$ cat config.mk
export PLATFORM = sky130hd
export DESIGN_NAME = gn3d_queue
export DESIGN_NICKNAME = d
export VERILOG_FILES = /design/src/rtl/gn3d_pkg.sv /design/src/rtl/gn3d_queue.sv
export SDC_FILE = /design/constraint.sdc
export NUM_CORES = 1
export LEC_CHECK = 0
export ABC_AREA = 1
export BUFFER_PORTS_ARGS = -buffer_cell sky130_fd_sc_hd__buf_4
export CORE_ASPECT_RATIO = 0.75
export CORE_MARGIN = 8
export CORE_UTILIZATION = 40
export CTS_CLUSTER_SIZE = 14
export DETAILED_ROUTE_END_ITERATION = 6
export HOLD_SLACK_MARGIN = 0.03
export PLACE_DENSITY_LB_ADDON = 0.2
export SLEW_MARGIN = 20
export SYNTH_ARGS = -nofsm -noshare
export SYNTH_HDL_FRONTEND = slang
export SYNTH_SLANG_ARGS = --single-unit
export TNS_END_PERCENT = 20
$ cat constraint.sdc
create_clock -name clk -period 14 [get_ports clk]
set_input_delay 0.7 -clock clk [delete_from_list [all_inputs] [get_ports clk]]
set_output_delay 0.7 -clock clk [all_outputs]
set_load 0.05 [all_outputs]
$ cat src/rtl/gn3d_pkg.sv
`timescale 1ns / 1ps
// gn3d_pkg: shared types, constants and fixed-point helpers for gradient_noise_3d.
// No dependencies.
package gn3d_pkg;

    // Fixed-point format and table geometry
    localparam int FRACTION_BITS = 16;
    localparam int TABLE_ENTRIES = 256;
    localparam int IW            = $clog2(TABLE_ENTRIES);   // table address width
    localparam int QW            = FRACTION_BITS + 8;       // internal signed Q width
    localparam int COORD_W       = 24;
    localparam int BYTE_W        = 8;
    localparam int OUT_W         = 17;
    localparam int Q_DEPTH       = 2;
    localparam int QPW           = $clog2(Q_DEPTH);

    localparam logic signed [QW-1:0] ONE_Q     = QW'(64'sd1 <<< FRACTION_BITS);
    localparam logic signed [QW-1:0] TEN_Q     = QW'(64'sd10 <<< FRACTION_BITS);
    localparam logic signed [QW-1:0] FIFTEEN_Q = QW'(64'sd15 <<< FRACTION_BITS);
    localparam logic [2*QW-1:0]      HALF_P    = (2*QW)'(64'd1 << (FRACTION_BITS - 1));
    localparam logic [OUT_W-1:0]     OUT_MAX   = OUT_W'(65536);

    // Request kinds
    typedef enum logic [0:0] {
        OP_EVAL  = 1'b0,
        OP_WRITE = 1'b1
    } op_t;

    // One request as it moves from front to back
    typedef struct packed {
        op_t                op;
        logic [COORD_W-1:0] coord_x;
        logic [COORD_W-1:0] coord_y;
        logic [COORD_W-1:0] coord_z;
        logic [BYTE_W-1:0]  table_index;
        logic [BYTE_W-1:0]  table_value;
    } req_t;

    // Queue status seen by both sides
    typedef struct packed {
        logic full;
        logic valid;
    } q_stat_t;

    // Signed fixed-point product, rounded half away from zero
    function automatic logic signed [QW-1:0] mulq(input logic signed [QW-1:0] a,
                                                  input logic signed [QW-1:0] b);
        logic            neg;
        logic [QW-1:0]   ma;
        logic [QW-1:0]   mb;
        logic [2*QW-1:0] prod;
        logic [2*QW-1:0] r;
        logic [QW-1:0]   rt;
        neg  = a[QW-1] ^ b[QW-1];
        ma   = a[QW-1] ? (QW'(0) - $unsigned(a)) : $unsigned(a);
        mb   = b[QW-1] ? (QW'(0) - $unsigned(b)) : $unsigned(b);
        prod = (2*QW)'(ma) * (2*QW)'(mb);
        r    = (prod + HALF_P) >> FRACTION_BITS;
        rt   = r[QW-1:0];
        return signed'(neg ? (QW'(0) - rt) : rt);
    endfunction

    // a + t * (b - a)
    function automatic logic signed [QW-1:0] lerp(input logic signed [QW-1:0] t,
                                                  input logic signed [QW-1:0] a,
                                                  input logic signed [QW-1:0] b);
        logic signed [QW-1:0] d;
        d = b - a;
        return a + mulq(t, d);
    endfunction

    // Gradient dot product picked by the low four hash bits
    function automatic logic signed [QW-1:0] grad(input logic [BYTE_W-1:0] hash,
                                                  input logic signed [QW-1:0] x,
                                                  input logic signed [QW-1:0] y,
                                                  input logic signed [QW-1:0] z);
        logic [3:0]           h;
        logic signed [QW-1:0] u;
        logic signed [QW-1:0] v;
        logic signed [QW-1:0] su;
        logic signed [QW-1:0] sv;
        h  = hash[3:0];
        u  = (h < 4'd8) ? x : y;
        v  = (h < 4'd4) ? y : (((h == 4'd12) || (h == 4'd14)) ? x : z);
        su = h[0] ? -u : u;
        sv = h[1] ? -v : v;
        return su + sv;
    endfunction

endpackage

$ cat src/rtl/gn3d_queue.sv
`timescale 1ns / 1ps
// gn3d_queue: short request queue between front and back; back drains it every cycle.
// Depends on gn3d_pkg.
module gn3d_queue (
    input  logic               clk,
    input  logic               rst_n,
    input  logic               push,
    input  gn3d_pkg::req_t     push_req,
    output gn3d_pkg::q_stat_t  q_stat,
    output gn3d_pkg::req_t     head
);

    gn3d_pkg::req_t                q_mem_reg [gn3d_pkg::Q_DEPTH];
    logic [gn3d_pkg::QPW-1:0]      wr_ptr_reg;
    logic [gn3d_pkg::QPW-1:0]      rd_ptr_reg;
    logic [gn3d_pkg::QPW:0]        count_reg;
    logic [gn3d_pkg::QPW:0]        count_next;
    logic                          do_push;
    logic                          do_pop;

    assign q_stat.full  = (count_reg == (gn3d_pkg::QPW+1)'(gn3d_pkg::Q_DEPTH));
    assign q_stat.valid = (count_reg != '0);
    assign do_push      = push && !q_stat.full;
    assign do_pop       = q_stat.valid;
    assign head         = q_mem_reg[rd_ptr_reg];

    always_comb
    begin
        count_next = count_reg;
        if (do_push && !do_pop)
        begin
            count_next = count_reg + (gn3d_pkg::QPW+1)'(1);
        end
        else if (!do_push && do_pop)
        begin
            count_next = count_reg - (gn3d_pkg::QPW+1)'(1);
        end
    end

    // pointers and fill level
    always_ff @(posedge clk or negedge rst_n)
    begin
        if (!rst_n)
        begin
            wr_ptr_reg <= '0;
            rd_ptr_reg <= '0;
            count_reg  <= '0;
        end
        else
        begin
            count_reg <= count_next;
            if (do_push)
            begin
                wr_ptr_reg <= wr_ptr_reg + gn3d_pkg::QPW'(1);
            end
            if (do_pop)
            begin
                rd_ptr_reg <= rd_ptr_reg + gn3d_pkg::QPW'(1);
            end
        end
    end

    // storage
    always_ff @(posedge clk)
    begin
        if (do_push)
        begin
            q_mem_reg[wr_ptr_reg] <= push_req;
        end
    end

endmodule

==> run metrics <==
Die Width 166 um; CP Class flip-flop to primary output; clk_lat worst skew 0.42 ns; number of setup buffers added after CTS 0; vias after detailed routing 4,141; design area 8820 sq um; Cell Area, Synth 6720 sq um; Top FF cell, synth edfxtp_1; cts-stage hold buffer count 0; Comb pwr share 44.9%; gr busiest metal met2; largest cells by area after synthesis edfxtp_1 80%, nand2_1 15%, dfrtp_1 1.5%; PortBufs 182; delay-heaviest family, CP flip-flops; grt met3 use 6.04%; main combinational cell family by area after synthesis simple AND/OR/NAND/NOR gates; Yosys Warn Count 0; top-area cell type share of the netlist area 79.6%; 1st-iter DRT viols 276; Lkg Pwr 3.75 nW; Synth Area in Simple Gates 15.7%; CP max-delay cell dfrtp_4; compound-cell area share of the yosys netlist 0.0745%; Post-CTS Resized 0; mux contribution to synthesized area 0%; dpl cell area 8240 sq um; first-pass GRT wire length 23,100 um; Finished Core Util 53.1%; Avg Inst Size Synth 13.6 sq um; HP Class input pin to async pin; sw frac 45.1%; Die Ht 128 um; clk sinks 182; clock skew 0.0113 ns; IO Pins 183; RR Endpoint q_mem_reg[1][51]; WP buf/inv 2; R2R depth 5; CP cell instances inv_4, nand2_1, nand2_1, buf_4; vias in the first global route 4,369; Slew Limit Fails 0; TNS Setup 0 ns; sequential share of power 35.1%; Mapped Nets 588; top cells by count, synth 274 x nand2_1, 178 x edfxtp_1, 9 x buf_4; reg2reg setup slack 11.67 ns; core area 16,600 sq um; Hold Vio Cnt, Final 0; WP data required 13.30 ns; n_diodes 0; Seq/Total Area, Yosys 81.0%; initial antenna violation count 0; crit path time final 3.42 ns; Final #Nets 772; Max stage delay on crit path 1.09 ns; Crit. End Element primary output; Remaining Overflow, GRT 0; distinct cell type count after synthesis 15; count leader, synth nand2_1; max-cap violations 0; Internal 1.27 mW; Post-Synth Adder-Cell Area 0.186%; vias per cell 4.57; clk slew on worst S/H paths 0.06 ns; die area 21,200 sq um; most used cell, CP nand2_1; switching pwr 1.05 mW; share of cells above drive strength 1 31.6%; drt drc 0; Pwr per Cell Area 263 nW/um^2; # H-tree levels 4; Post-Syn Instances 495; RSZ-0062 raised after global routing false; Worst Tran Pin Value 1.02 ns; clock buffer depth 2; M2 GR Usage 21.7%; std cell rows 41; CTS tree built; Rel. slew slack 31.7%; number of synthesized flops with an enable pin 178; Worst Path Arrival 2.72 ns; CTS buffer count 17; Antenna Nets Post-Route 0; Critical Path Stages 4; clock group share of total power 19.9%; cell taking the most area after synthesis edfxtp_1; Final period util 24.4%; flops & latches, synth 182; worst vdd ir 0.136 mV; Max Freq 293 MHz; status complete, no violations; startpoint types flip-flop; final wirelength 14,800 um; max reg flops 178; Root Driver clkbuf_16; post-detail-place hpwl 9420 um; ys async rst share 2.20%; RePlAce Congestion 0.723; area grow syn2layout 31.3%; Worst Path Max Fanout 90; met1 usage 17.3%; All-Layer GR Usage 13.9%; Reg-to-Reg Start count_reg[1]; Detailed Routing Iterations Pass 1 7; Post-Synth XOR/XNOR Area 0.261%; largest net degree at the start of global routing 91; Final Setup Violations 0; Wirelength per Cell 16.3 um; Initial Utilization 40.4%
==> power groups by stage <==
stage,clock [mW],combinational [mW],sequential (mW)
6_report,0.463,1.04,0.815
5_1_grt,0.496,1.11,0.830
4_1_cts,0.474,1.06,0.819
3_5_place_dp,0,1.06,0.830
3_3_place_gp,0,1.05,0.825
2_1_floorplan,0,0.778,0.790
==> area by class of cell <==
type                    instances  area, sq um
clock buffers                  17          425
inverters                       9         37.5
clock inverters                15          150
repair buffers                185         1390
flip-flops and latches        182         5450
well taps                     215          269
fillers                      1418         7800
multi-input cells             284         1100
==> worst max-delay path by stage <==
stage / from / endpoint / slack [ns]
floorplan: push / q_mem_reg[1][0] / 8.95
global placement: rd_ptr_reg / head[75] / 11.00
detailed placement: rd_ptr_reg / head[7] / 10.99
CTS: rd_ptr_reg / head[7] / 10.54
global route: rd_ptr_reg / head[31] / 10.37
finish: rd_ptr_reg / head[7] / 10.58
==> cell families (layout without fill, tap and decap cells) <==
kind of cell             Yosys count  after routing
AND/OR/NAND/NOR                  280            280
flip-flops                       182            182
buffers and inverters             29            226
XOR/XNOR                           2              2
adder cells (fa/ha/maj)            1              1
AO/OA/AOI/OAI                      1              1
==> stage by stage <==
| stage | worst slack [ns] | power (mW) | instances | hold WS (ns) |
|---|---|---|---|---|
| after floorplan | 8.95 | 1.57 | 495 | 0.404 |
| after global placement | 11.00 | 1.88 | 875 | 0.463 |
| after detailed placement | 10.99 | 1.89 | 875 | 0.481 |
| after CTS | 10.54 | 2.35 | 907 | 0.0521 |
| after global routing | 10.37 | 2.43 | 907 | 0.0514 |
| final | 10.58 | 2.32 | 907 | 0.0741 |
==> cells in the final DEF (no fill, tap or decap), drive strengths merged <==
cell	n
bufinv	2
nand4	1
xnor2	1
xor2	1
clkbuf	17
edfxtp	178
dfrtp	4
ha	1
nand2	274
clkinv	8
inv	12
clkinvlp	2
nor2	4
nand3	1
buf	185
o21ai	1
==> layer usage <==
| metal | share of wire, % | vias to the layer above |
|---|---|---|
| met5 | 0 | - |
| met4 | 0.84 | 0 |
| met3 | 8.6 | 8 |
| met2 | 45 | 150 |
| met1 | 45 | 1956 |
| li1 | - | 2027 |
Note: power is estimated with default switching activity, not from simulation.
