## config.mk

```make
export PLATFORM = sky130hd
export DESIGN_NAME = gn3d_front
export DESIGN_NICKNAME = d
export VERILOG_FILES = /design/src/rtl/gn3d_pkg.sv /design/src/rtl/gn3d_front.sv
export SDC_FILE = /design/constraint.sdc
export NUM_CORES = 1
export LEC_CHECK = 0
export CORE_AREA = 2 2 72 74
export DETAILED_ROUTE_END_ITERATION = 8
export DIE_AREA = 0 0 74 76
export DONT_BUFFER_PORTS = 1
export PLACE_DENSITY = 0.72
export SYNTH_ARGS = -nofsm -noshare
export SYNTH_HDL_FRONTEND = slang
export SYNTH_SLANG_ARGS = --single-unit
```

## constraint.sdc

```tcl
create_clock -name clk -period 16.2 [get_ports clk]
set_input_delay 0.81 -clock clk [delete_from_list [all_inputs] [get_ports clk]]
set_output_delay 0.81 -clock clk [all_outputs]
set_load 0.02 [all_outputs]
```

## src/rtl/gn3d_pkg.sv

```systemverilog
`timescale 1ns / 1ps
// gn3d_pkg: shared types, constants and fixed-point helpers for gradient_noise_3d.
// No dependencies.
package gn3d_pkg;

    // Fixed-point format and table geometry
    localparam int FRACTION_BITS = 16;
    localparam int TABLE_ENTRIES = 256;
    localparam int IW            = $clog2(TABLE_ENTRIES);   // table address width
    localparam int QW            = FRACTION_BITS + 8;       // internal signed Q width
    localparam int COORD_W       = 24;
    localparam int BYTE_W        = 8;
    localparam int OUT_W         = 17;
    localparam int Q_DEPTH       = 2;
    localparam int QPW           = $clog2(Q_DEPTH);

    localparam logic signed [QW-1:0] ONE_Q     = QW'(64'sd1 <<< FRACTION_BITS);
    localparam logic signed [QW-1:0] TEN_Q     = QW'(64'sd10 <<< FRACTION_BITS);
    localparam logic signed [QW-1:0] FIFTEEN_Q = QW'(64'sd15 <<< FRACTION_BITS);
    localparam logic [2*QW-1:0]      HALF_P    = (2*QW)'(64'd1 << (FRACTION_BITS - 1));
    localparam logic [OUT_W-1:0]     OUT_MAX   = OUT_W'(65536);

    // Request kinds
    typedef enum logic [0:0] {
        OP_EVAL  = 1'b0,
        OP_WRITE = 1'b1
    } op_t;

    // One request as it moves from front to back
    typedef struct packed {
        op_t                op;
        logic [COORD_W-1:0] coord_x;
        logic [COORD_W-1:0] coord_y;
        logic [COORD_W-1:0] coord_z;
        logic [BYTE_W-1:0]  table_index;
        logic [BYTE_W-1:0]  table_value;
    } req_t;

    // Queue status seen by both sides
    typedef struct packed {
        logic full;
        logic valid;
    } q_stat_t;

    // Signed fixed-point product, rounded half away from zero
    function automatic logic signed [QW-1:0] mulq(input logic signed [QW-1:0] a,
                                                  input logic signed [QW-1:0] b);
        logic            neg;
        logic [QW-1:0]   ma;
        logic [QW-1:0]   mb;
        logic [2*QW-1:0] prod;
        logic [2*QW-1:0] r;
        logic [QW-1:0]   rt;
        neg  = a[QW-1] ^ b[QW-1];
        ma   = a[QW-1] ? (QW'(0) - $unsigned(a)) : $unsigned(a);
        mb   = b[QW-1] ? (QW'(0) - $unsigned(b)) : $unsigned(b);
        prod = (2*QW)'(ma) * (2*QW)'(mb);
        r    = (prod + HALF_P) >> FRACTION_BITS;
        rt   = r[QW-1:0];
        return signed'(neg ? (QW'(0) - rt) : rt);
    endfunction

    // a + t * (b - a)
    function automatic logic signed [QW-1:0] lerp(input logic signed [QW-1:0] t,
                                                  input logic signed [QW-1:0] a,
                                                  input logic signed [QW-1:0] b);
        logic signed [QW-1:0] d;
        d = b - a;
        return a + mulq(t, d);
    endfunction

    // Gradient dot product picked by the low four hash bits
    function automatic logic signed [QW-1:0] grad(input logic [BYTE_W-1:0] hash,
                                                  input logic signed [QW-1:0] x,
                                                  input logic signed [QW-1:0] y,
                                                  input logic signed [QW-1:0] z);
        logic [3:0]           h;
        logic signed [QW-1:0] u;
        logic signed [QW-1:0] v;
        logic signed [QW-1:0] su;
        logic signed [QW-1:0] sv;
        h  = hash[3:0];
        u  = (h < 4'd8) ? x : y;
        v  = (h < 4'd4) ? y : (((h == 4'd12) || (h == 4'd14)) ? x : z);
        su = h[0] ? -u : u;
        sv = h[1] ? -v : v;
        return su + sv;
    endfunction

endpackage

```

## src/rtl/gn3d_front.sv

```systemverilog
`timescale 1ns / 1ps
// gn3d_front: accepts requests, tags them as evaluate or table write, feeds the queue.
// Depends on gn3d_pkg.
module gn3d_front (
    input  logic                           clk,
    input  logic                           rst_n,
    input  logic                           start,
    input  logic                           operation,
    input  logic [gn3d_pkg::COORD_W-1:0]   coord_x,
    input  logic [gn3d_pkg::COORD_W-1:0]   coord_y,
    input  logic [gn3d_pkg::COORD_W-1:0]   coord_z,
    input  logic [gn3d_pkg::BYTE_W-1:0]    table_index,
    input  logic [gn3d_pkg::BYTE_W-1:0]    table_value,
    input  gn3d_pkg::q_stat_t              q_stat,
    output logic                           busy,
    output logic                           push,
    output gn3d_pkg::req_t                 push_req
);

    logic           valid_reg;
    logic           valid_next;
    gn3d_pkg::req_t req_reg;
    logic           accept;

    // hold a request only while the queue is full
    assign busy   = valid_reg && q_stat.full;
    assign push   = valid_reg && !q_stat.full;
    assign accept = start && !busy;

    always_comb
    begin
        valid_next = valid_reg;
        if (accept)
        begin
            valid_next = 1'b1;
        end
        else if (push)
        begin
            valid_next = 1'b0;
        end
    end

    always_ff @(posedge clk or negedge rst_n)
    begin
        if (!rst_n)
        begin
            valid_reg <= 1'b0;
        end
        else
        begin
            valid_reg <= valid_next;
        end
    end

    // classify and capture
    always_ff @(posedge clk)
    begin
        if (accept)
        begin
            req_reg.op          <= operation ? gn3d_pkg::OP_WRITE : gn3d_pkg::OP_EVAL;
            req_reg.coord_x     <= coord_x;
            req_reg.coord_y     <= coord_y;
            req_reg.coord_z     <= coord_z;
            req_reg.table_index <= table_index;
            req_reg.table_value <= table_value;
        end
    end

    assign push_req = req_reg;

endmodule

```

==> results of run 1 <==
==> cells in the final DEF (no fill, tap or decap), drive strengths merged <==
cell type / count
buf: 2
bufinv: 1
a21boi: 1
clkinv: 1
a21o: 1
dfrtp: 1
nor2b: 1
and2: 1
clkinvlp: 1
clkbuf: 12
edfxtp: 89
==> power groups by stage <==
stage          Combinational [W]  Sequential, W  Clock, W
6_report              0.00000727       0.000293  0.000135
3_5_place_dp          0.00000665       0.000298         0
2_1_floorplan         0.00000492       0.000299         0
5_1_grt               0.00000817       0.000294  0.000147
4_1_cts               0.00000662       0.000293  0.000139
3_3_place_gp          0.00000623       0.000298         0
==> through the flow <==
| stage | std cells | util, % | cell area, um2 |
|---|---|---|---|
| final | 181 | 61.6 | 3030 |
| after floorplan | 94 | - | 2730 |
| after global placement | 165 | 57.6 | 2830 |
| after global routing | 181 | 61.6 | 3030 |
| after CTS | 180 | 61.2 | 3010 |
| after detailed placement | 165 | 57.6 | 2830 |
==> logic make-up after synthesis <==
family,share of synthesized area [%]
AND/OR/NAND/NOR,0.459
flip-flops,99.0
AO/OA/AOI/OAI,0.551
==> path summary, 6_finish.rpt <==
path,slack [ns],from,end
max,14.24,valid_reg$_DFFE_PN0P_,push
max reg2reg,14.42,valid_reg$_DFFE_PN0P_,push_req[45]$_DFFE_PP_
min in group clk,0.56,start,valid_reg$_DFFE_PN0P_
max in group asynchronous,15.98,rst_n,valid_reg$_DFFE_PN0P_
min reg2reg,0.59,valid_reg$_DFFE_PN0P_,valid_reg$_DFFE_PN0P_
min,0.16,rst_n,valid_reg$_DFFE_PN0P_
==> cell type report <==
cell class	count	area (um2)
Sequential cell	90	2700
Fill cell	342	1880
Clock buffer	12	135
Tap cell	70	87.6
Clock inverter	3	41.3
Multi-Input combinational cell	4	38.8
Timing Repair Buffer	2	27.5
==> layer usage <==
metal  vias up  share of wire, %  global-route usage (%)
met2       116                52                    24.8
met3        11                12                    7.94
li1        403                 -                       -
met5         -                 0                       0
met4         0               2.6                    10.4
met1       462                34                    14.0
==> flow_metrics.env, run 1 <==
export IMPL_critical_path_top_delay_family="flip-flops"
export IMPL_hold_ws_ns=0.157
export IMPL_r2r_cells=2
export IMPL_initialDrtViolationCount=67
export IMPL_combPwrFrac_pct=1.7
export IMPL_synth_area_top_cells="edfxtp_1, dfrtp_1, a21boi_0"
export IMPL_crit_arrival_ns=1.15
export IMPL_swShare_pct=20.8
export IMPL_track_usage_pct=15.2
export IMPL_worstPathRequired_ns=15.39
export IMPL_gp_congestion=0.686
export IMPL_worstPathMaxFanout=4
export IMPL_netlist_area_mm2=0.00273
export IMPL_p_sw_w=0.0000905
export IMPL_worst_slew_pin_slew_ns=0.558
export IMPL_status="complete, no violations"
export IMPL_min_period_ns=1.96
export IMPL_die_area_mm2=0.00562
export IMPL_cts_path_max_buffers=2
export IMPL_ys_types=6
export IMPL_firstDrtPassIters=4
export IMPL_worstSetupPathType="register to output pin"
export IMPL_synth_most_common_cell="edfxtp_1"
export IMPL_drive_gt1_share_pct=12.6
export IMPL_leakage_nw=0.975
export IMPL_skew_ns=0.0110
export IMPL_clkSinkCount=90
export IMPL_start_util_pct=55.5
export IMPL_cp_depth=1
export IMPL_cts_tree="done"
export IMPL_max_freq_mhz=510
export IMPL_maxSlewViolCount=0
export IMPL_coreArea_mm2=0.00491
export IMPL_cts_root_buffer="clkbuf_8"
export IMPL_hpwl_um=3210
export IMPL_min_period_over_period_pct=12.1
export IMPL_avgSynthCellArea_um2=29.0
export IMPL_io_buffers=0
export IMPL_ys_seq_area_share_pct=99.0
export IMPL_setup_violations=0
export IMPL_internal_power_w=0.000344
export IMPL_drv_cap=0
export IMPL_yosysWarnings=0
export IMPL_power_w=0.000435
export IMPL_clk_latency_ns=0.34
export IMPL_ys_flop_type="edfxtp_1"
export IMPL_clk_pin_slew_worst_paths_ns=0.08
export IMPL_wl_um=4310
export IMPL_synthArstFlopShare_pct=1.11
export IMPL_end_kind="output pin"
export IMPL_fp_row_count=26
export IMPL_synth_top_area_share_pct=98.1
export IMPL_power_share_sequential_pct=67.3
export IMPL_antenna_found_initial=0
export IMPL_num_io_pins=185
export IMPL_largest_reg_flops=89
export IMPL_power_density_mw_per_mm2=144
export IMPL_path_buf_inv=0
export IMPL_drc_errors=0
export IMPL_path_cells="nor2b_1"
export IMPL_ys_ff_latch=90
export IMPL_synth_top_area_cell="edfxtp_1"
export IMPL_syn_inst=94
export IMPL_die_h_um=76
export IMPL_synth_edf_count=89
export IMPL_overflow=0
export IMPL_cpPeakStageDelay_ns=0.43
export IMPL_nets=201
export IMPL_dieWidth_um=74
export IMPL_worst_slack_ns=14.24
export IMPL_routedWlPerCell_um=23.8
export IMPL_finalSetupTns_ns=0
export IMPL_clkPwrFrac_pct=31.0
export IMPL_grt_pass1_vias=976
export IMPL_grt_pass1_wl_um=5630
export IMPL_ir_drop_uv=72.0
export IMPL_syn2layout_area_growth_pct=11.1
export IMPL_cts_made_buffers=9
export IMPL_viasPerCell=5.48
export IMPL_cts_htree_levels=3
export IMPL_synth_net_count=188
export IMPL_rsz0062_at_grt="no"
export IMPL_post_cts_resized=0
export IMPL_crit_path_start_kind="register"
export IMPL_ant_nets=0
export IMPL_hold_viol=0
export IMPL_hold_class="primary input to async pin"
export IMPL_antenna_cells=0
export IMPL_relSlewSlack_pct=62.8
export IMPL_cts_setup_buffers=0
export IMPL_dr_total_vias=992
export IMPL_dpl_worst_slack_ns=13.37
export IMPL_grt_max_degree=48
export IMPL_worst_path_max_delay_cell="dfrtp_1"
export IMPL_cts_hold_buf=0
No activity file was read; power rests on OpenSTA's default activity.
==> run 2: changes to the inputs <==
--- a/config.mk
+++ b/config.mk
@@ -5,9 +5,8 @@
 export SDC_FILE = /design/constraint.sdc
 export NUM_CORES = 1
 export LEC_CHECK = 0
-export CORE_AREA = 2 2 72 74
+export CORE_UTILIZATION = 54
 export DETAILED_ROUTE_END_ITERATION = 8
-export DIE_AREA = 0 0 74 76
 export DONT_BUFFER_PORTS = 1
 export PLACE_DENSITY = 0.72
 export SYNTH_ARGS = -nofsm -noshare
==> constraint.sdc (replaced) <==
create_clock -name clk -period 1.8 [get_ports clk]
set_input_delay 0.09 -clock clk [delete_from_list [all_inputs] [get_ports clk]]
set_output_delay 0.09 -clock clk [all_outputs]
set_load 0.02 [all_outputs]
==> run 2 against run 1 <==
Register-to-register slack lost 14 ns; setup slack lost 14 ns; design area grew 32%; worst hold slack gained 0.029 ns; sequential cell count is the same; sequential power grew to 9.0 times the previous value; critical endpoint is now valid_reg$_DFFE_PN0P_; largest cell class unchanged.
==> flow_metrics.env, run 2 (synthesis results as in run 1) <==
export IMPL_cts_root_buffer="clkbuf_8"
export IMPL_r2r_cells=2
export IMPL_hold_viol=0
export IMPL_worst_slew_pin_slew_ns=0.398
export IMPL_cts_setup_buffers=0
export IMPL_cts_tree="done"
export IMPL_timing_rr_start="valid_reg$_DFFE_PN0P_"
export IMPL_track_usage_pct=22.3
export IMPL_post_cts_resized=0
export IMPL_power_w=0.00420
export IMPL_max_freq_mhz=767
export IMPL_cts_made_buffers=9
export IMPL_status="complete, no violations"
export IMPL_worstPathMaxFanout=4
export IMPL_worstPathRequired_ns=2.01
export IMPL_end_kind="register"
export IMPL_worstSetupPathType="register to register"
export IMPL_crit_path_start_kind="register"
export IMPL_dr_total_vias=1422
export IMPL_clk_latency_ns=0.33
export IMPL_final_core_util_pct=83.4
export IMPL_initialDrtViolationCount=58
export IMPL_startpoint="valid_reg$_DFFE_PN0P_"
export IMPL_die_h_um=73.0
export IMPL_nets=294
export IMPL_ant_nets=0
export IMPL_rrSetupSlack_ns=0.50
export IMPL_cts_path_max_buffers=2
export IMPL_num_io_pins=185
export IMPL_setup_violations=0
export IMPL_viasPerCell=5.23
export IMPL_fillers=225
export IMPL_maxSlewViolCount=0
export IMPL_fp_row_count=25
export IMPL_drc_errors=0
export IMPL_holdCritStartpoint="q_stat[1]"
export IMPL_drive_gt1_share_pct=8.29
export IMPL_drv_cap=0
export IMPL_grt_pass1_vias=1517
export IMPL_hold_class="primary input to register"
export IMPL_relSlewSlack_pct=73.4
export IMPL_die_area_mm2=0.00533
export IMPL_dieWidth_um=73.0
export IMPL_final_cell_area_mm2=0.00399
export IMPL_worstHoldPathCells=2
export IMPL_antenna_cells=0
export IMPL_gp_congestion=0.736
export IMPL_rsz0062_at_grt="no"
export IMPL_placed_cell_area_mm2=0.00286
export IMPL_clkSinkCount=90
export IMPL_crit_arrival_ns=1.52
export IMPL_final_cell_mix="dlygate4sd3_1, edfxtp_1, clkbuf_8"
export IMPL_skew_ns=0.00839
export IMPL_leakage_nw=1.39
export IMPL_cts_htree_levels=3
export IMPL_overflow=0
export IMPL_finalSetupTns_ns=0
export IMPL_min_period_over_period_pct=72.5
export IMPL_start_util_pct=56.9
export IMPL_holdPathEnd="push_req[9]$_DFFE_PP_"
export IMPL_ir_drop_uv=644
export IMPL_grt_pass1_wl_um=8090
export IMPL_grt_max_degree=46
export IMPL_io_buffers=0
export IMPL_antenna_found_initial=0
export IMPL_power_density_mw_per_mm2=1050
export IMPL_syn2layout_area_growth_pct=46.4
export IMPL_largest_reg_flops=89
export IMPL_routedWlPerCell_um=22.3
export IMPL_coreArea_mm2=0.00479
export IMPL_clk_pin_slew_worst_paths_ns=0.08
export IMPL_r2r_end="valid_reg$_DFFE_PN0P_"
export IMPL_hold_ws_ns=0.186
export IMPL_min_period_ns=1.30
export IMPL_final_common_cell="dlygate4sd3_1"
export IMPL_wl_um=6070
export IMPL_firstDrtPassIters=4
-- run 2: cell types whose count changed in the layout (fill, tap and decap cells not counted), sizes merged --
cell and change:
clkbuf +1, clkinv +1, clkinvlp -1, dlygate4sd3 +93
-- run 2: where the power goes --
part | switching (W) | internal (W)
logic | 0.0000904 | 0.000152
clock network | 0.000611 | 0.000715
registers | 0.000187 | 0.00245
-- run 2: repair_timing --
action / CTS / global route
hold buffers: 93 / 0
hold endpoints to repair: 91 / 0
setup endpoints to repair: 0 / 0
-- run 2: metal layers --
| layer | part of all wire (%) | vias up | track usage (%) |
|---|---|---|---|
| li1 | - | 592 | - |
| met1 | 32 | 696 | 21.1 |
| met3 | 11 | 11 | 8.70 |
| met2 | 55 | 123 | 41.0 |
| met5 | 0 | - | 0 |
| met4 | 1.8 | 0 | 11.5 |
-- run 2: stage by stage --
stage / setup WS, ns / instances
after global routing: 0.452 / 272
after floorplan: -0.543 / 94
after CTS: 0.509 / 272
final: 0.496 / 272
after global placement: 0.569 / 163
after detailed placement: 0.541 / 163
-- run 2: worst max-delay path by stage --
stage	end	slack (ns)	cells past startpoint
after floorplan	push_req[0]$_DFFE_PP_	-0.54	1
after global placement	push_req[76]$_DFFE_PP_	0.57	2
after detailed placement	push_req[64]$_DFFE_PP_	0.54	2
after CTS	valid_reg$_DFFE_PN0P_	0.51	2
after global routing	valid_reg$_DFFE_PN0P_	0.45	2
final	valid_reg$_DFFE_PN0P_	0.50	2
-- run 2: critical path, cell delays in order (launching register included) --
cell           delay (ns)
dfrtp_1              0.44
a21o_1               0.20
dlygate4sd3_1        0.56
-- run 2: area by class of cell --
cell class                 instances  area (um2)  share of cell area (%)
clock buffer                      13         159                    3.98
clock inverter                     3        40.0                    1.00
multi-input combinational          4        38.8                   0.972
sequential                        90        2700                    67.6
tap                               67        83.8                    2.10
timing repair buffer              95         971                    24.3
